## config.mk

```make
export PLATFORM = sky130hd
export DESIGN_NAME = abr_ram
export DESIGN_NICKNAME = d
export VERILOG_FILES = /design/src/abr_ram.sv
export SDC_FILE = /design/constraint.sdc
export NUM_CORES = 1
export LEC_CHECK = 0
export ABC_AREA = 0
export BUFFER_PORTS_ARGS = -buffer_cell sky130_fd_sc_hd__buf_2
export CELL_PAD_IN_SITES_DETAIL_PLACEMENT = 0
export CELL_PAD_IN_SITES_GLOBAL_PLACEMENT = 1
export CORE_ASPECT_RATIO = 1.1
export CORE_MARGIN = 3
export CORE_UTILIZATION = 48
export DETAILED_ROUTE_END_ITERATION = 16
export GPL_TIMING_DRIVEN = 0
export MAX_ROUTING_LAYER = met4
export PLACE_DENSITY = 0.78
export SLEW_MARGIN = 20
export SYNTH_ARGS = -nofsm -noshare
export SYNTH_HDL_FRONTEND = slang
export SYNTH_SLANG_ARGS = --single-unit
```

## constraint.sdc

```tcl
create_clock -name clk -period 2.2 [get_ports clk]
set_input_delay 0.44 -clock clk [delete_from_list [all_inputs] [get_ports clk]]
set_output_delay 0.44 -clock clk [all_outputs]
set_load 0.1 [all_outputs]
```

## src/abr_ram.sv

```systemverilog
module abr_ram #(
	parameter int WIDTH = 8,
	parameter int DEPTH = 16,
	localparam int AW = $clog2(DEPTH)
) (
	input  logic             clk,
	input  logic             we,
	input  logic [AW-1:0]    waddr,
	input  logic [WIDTH-1:0] wdata,
	input  logic [AW-1:0]    raddr,
	output logic [WIDTH-1:0] rdata
);

	logic [WIDTH-1:0] mem [DEPTH];

	always_ff @(posedge clk) begin
		if (we) begin
			mem[waddr] <= wdata;
		end
		rdata <= mem[raddr];
	end

endmodule

```

# Word-level counts from Yosys, hierarchy flattened
# Memory sizes are Yosys's and may differ from the RTL's. A register that Yosys moved wholly into a read port is not among the register bits.
# Index checks and enable logic that the tools add are counted.
[totals]
regBits = 0
mem_bits_rw = 128
output_inout_bits = 8
memories = 1
[classes]
muxes = 2
[memory_table]
columns = ["name", "words", "width", "read_ports", "rd_ports_with_merged_regs", "wr", "line_no", "text"]
rows = [
  ["mem", 16, 8, 1, 1, 1, "14", "logic [WIDTH-1:0] mem [DEPTH];"],
]
[ops]
columns = ["cell", "n"]
rows = [
  ["$mux 1", 2],
]

# Depth between registers and ports, before layout
[depth]
ltp_word = 2
ltp_mapped = 5
depth_no_buf = 3

# Worst setup path before layout
# OpenSTA, ideal clock, no wires.
[synth_timing]
path_type = "in2reg"
startpoint = "in waddr[2]"
endpoint = "mem mem[0][0] (enable)"
setup_time_ns = 0.383
arrival_ns = 1.550
t_required_ns = 1.817
path_slack_ns = 0.267
path_stages = 2
path_cell_list = "or3b_2 nor3_1"
[synth_lines]
columns = ["element", "line_no", "text"]
rows = [
  ["start: declaration", "8", "input logic [AW-1:0] waddr,"],
  ["end: declaration", "14", ""],
]
# No word-level cell before the write port.

# Final worst setup path
[layout_timing]
startpoint = "in waddr[2]"
endpoint = "mem mem[1][0] (enable)"
# No word-level cell before the write port.

==> results.yml <==
outcome:
  status: "finished, final reports clean"
logic_synthesis:
  syn_inst: 229
  ys_ff_latch: 136
  synth_top_family_by_area: "multiplexers"
  synthMuxAreaShare: 0.1502
  yosysWarningCount: 0
  avgSynthCellArea_sq_um: 22.48
  synth_cell_types: 19
  syn_area_sq_mm: 0.005147
  yosys.area_share.simple: 0.03184
  synthAdderAreaFrac: 0
  yosysSeqAreaShare: 0.7778
  synthXorXnorAreaFrac: 0
  synth_area_leader_cell: "edfxtp_1"
  syn_nets: 247
  synth_compound_area_frac: 0.02333
  yosys.area.top_type_share: 0.7467
  synth_area_leaders: "edfxtp_1 (75%), mux4_2 (7.9%), mux4_1 (7.1%)"
drt:
  dr_wl_met2_mm: 4.406
  via_per_inst: 5.526
  first_pass_iters: 4
  totalWireLength_mm: 9.292
  wl_per_cell_um: 21.71
  drt-met1-wl_mm: 4.144
  ant_nets: 0
  highest_layer: "met4"
  drc: 0
  dr_wl_met3_um: 515
  drt_iter0_drc: 202
  vias: 2365
cells_and_area:
  fin_cells: 428
  finish.instance_area_sq_mm: 0.006101
  synthToLayoutAreaGrowth_pct: 18.52
  final_common_cell: "edfxtp_1"
  layout_common_cells: "edfxtp_1 (128), buf_2 (27), mux4_2 (18)"
  antenna_cells: 0
  fin_util: 0.5842
  final_nets: 290
  drive_above_1_share: 0.3123
sta:
  skew_ps: 5.349
  max_freq_mhz: 582.9
  relSlewSlack: 0.4522
  setup_viol: 0
  hold_viol_final: 0
  tightest_slew_ps: 818.7
  slew_violations: 0
  tns_ps: 0
  fin_hold_ws_ps: 423.9
  finalCritPeriodShare: 0.7797
  finalCriticalPeriod_ps: 1715
  rsz0062_at_grt: "no"
  setup_slack_ps: 484.6
worst_setup_path:
  cp_max_fo: 8
  critPathCaptureType: "register"
  worst_setup_path_start_kind: "primary input"
  critical_path_required_ps: 2240
  critical_path_class: "primary input to register"
  cp_data_arrival_time_ps: 1750
floorplanning:
  dieWidth_um: 104.7
  fp-row-count: 39
  die-area_sq_mm: 0.01200
  num_io_pins: 26
  start_util: 0.4929
  coreArea_sq_mm: 0.01044
  die_height_um: 114.6
clock_network:
  ctsResizeCount: 0
  cts_sinks: 136
  cts-root-buf: "clkbuf_16"
  htree_levels: 4
  clk_pin_slew_ps: 60
  cts_buffer_depth: 2
  cts_setup_buffers: 0
  cts_inserted_buffers: 17
  cts_hold_buf: 0
  cts_tree: "built"
  clock_latency_ps: 410
pwr:
  power_frac_clock: 0.470
  combPwrFrac: 0.064
  p_int_mw: 4.946
  power_mw: 6.237
  p_leak_nw: 2.048
  p_seq_frac: 0.467
  vdd_drop_max_v: 0.0006668
  p_sw_mw: 1.292
  p_sw_frac: 0.2071
  power_density_mw_per_mm2: 1022
grt:
  grt-ovfl-total: 0
  grt_max_degree: 17
  grt_pass1_wl_mm: 14.26
  antenna_found_initial: 0
  grt_use_total: 0.1744
  grt_pass1_vias: 2461
placement:
  portBuffers: 24
  dp_slack_ps: 52.20
  hpwl_mm: 6.010
  place_congestion: 0.7074
  place_inst: 396
  place_area_sq_mm: 0.005466
run:
  cap_viol_max_count: 0
hold_path:
  hold_class: "primary input to register"
routing by layer:
| layer | vias to the layer above | track usage |
|---|---|---|
| li1 | 1060 | - |
| met1 | 1208 | 0.2343 |
| met2 | 81 | 0.2495 |
| met3 | 16 | 0.05527 |
| met4 | 0 | 0.07262 |
| met5 | - | - |
synthesized netlist by cell type:
cell type and instances:
edfxtp_1 128, mux4_2 18, a22oi_1 16, mux4_1 14, nor2_1 13, nand2_1 9
dfxtp_1 8, nor3_1 4, buf_2 3, buf_6 3, clkdlybuf4s25_2 3, nand2b_1 2
nand3b_1 2, and2_1 1, and2b_1 1, buf_4 1, nand3_1 1, nor2b_1 1
or3b_2 1
power by group through the flow:
stage	logic [mW]	clock network, mW	registers, mW
5_1_grt	0.418	3.10	2.92
3_3_place_gp	0.391	0	2.96
2_1_floorplan	0.147	0	3.09
6_report	0.397	2.93	2.91
4_1_cts	0.400	2.96	2.91
3_5_place_dp	0.400	0	2.96
logic make-up (layout without fill, tap and decap cells):
group	count (synthesis)	count (layout)
and+or+nand+nor	35	35
muxes	32	32
buffers and inverters	10	66
AOI/OAI and AO/OA	16	16
DFF	136	136
registers in the layout, summed over array words and instances (netlist names):
name	count
rdata	8
mem	128
path summary, 6_finish.rpt:
| kind | end | startpoint | slack, ps | cells past startpoint |
|---|---|---|---|---|
| worst max-delay path | mem[1][0] | waddr[2] | 480 | 3 |
| worst min-delay path | mem[14][6] | wdata[6] | 420 | 1 |
| worst max register to register | rdata[0] | mem[1][0] | 770 | 3 |
| worst min register to register | rdata[1] | mem[11][1] | 680 | 3 |
worst max-delay path, stage by stage:
cell and delay [ps]:
buf_2 110, or3b_2 540, nor2_1 650
final cells by class:
type	instances	area, sq um
fill	765	4342
sequential	136	4004
multi-input combinational	83	1077
clock buffer	22	494.2
tap	143	178.9
clock inverter	10	140.1
timing repair buffer	24	120.1
buffer	10	86.33
(Power assumes the default switching activity.)
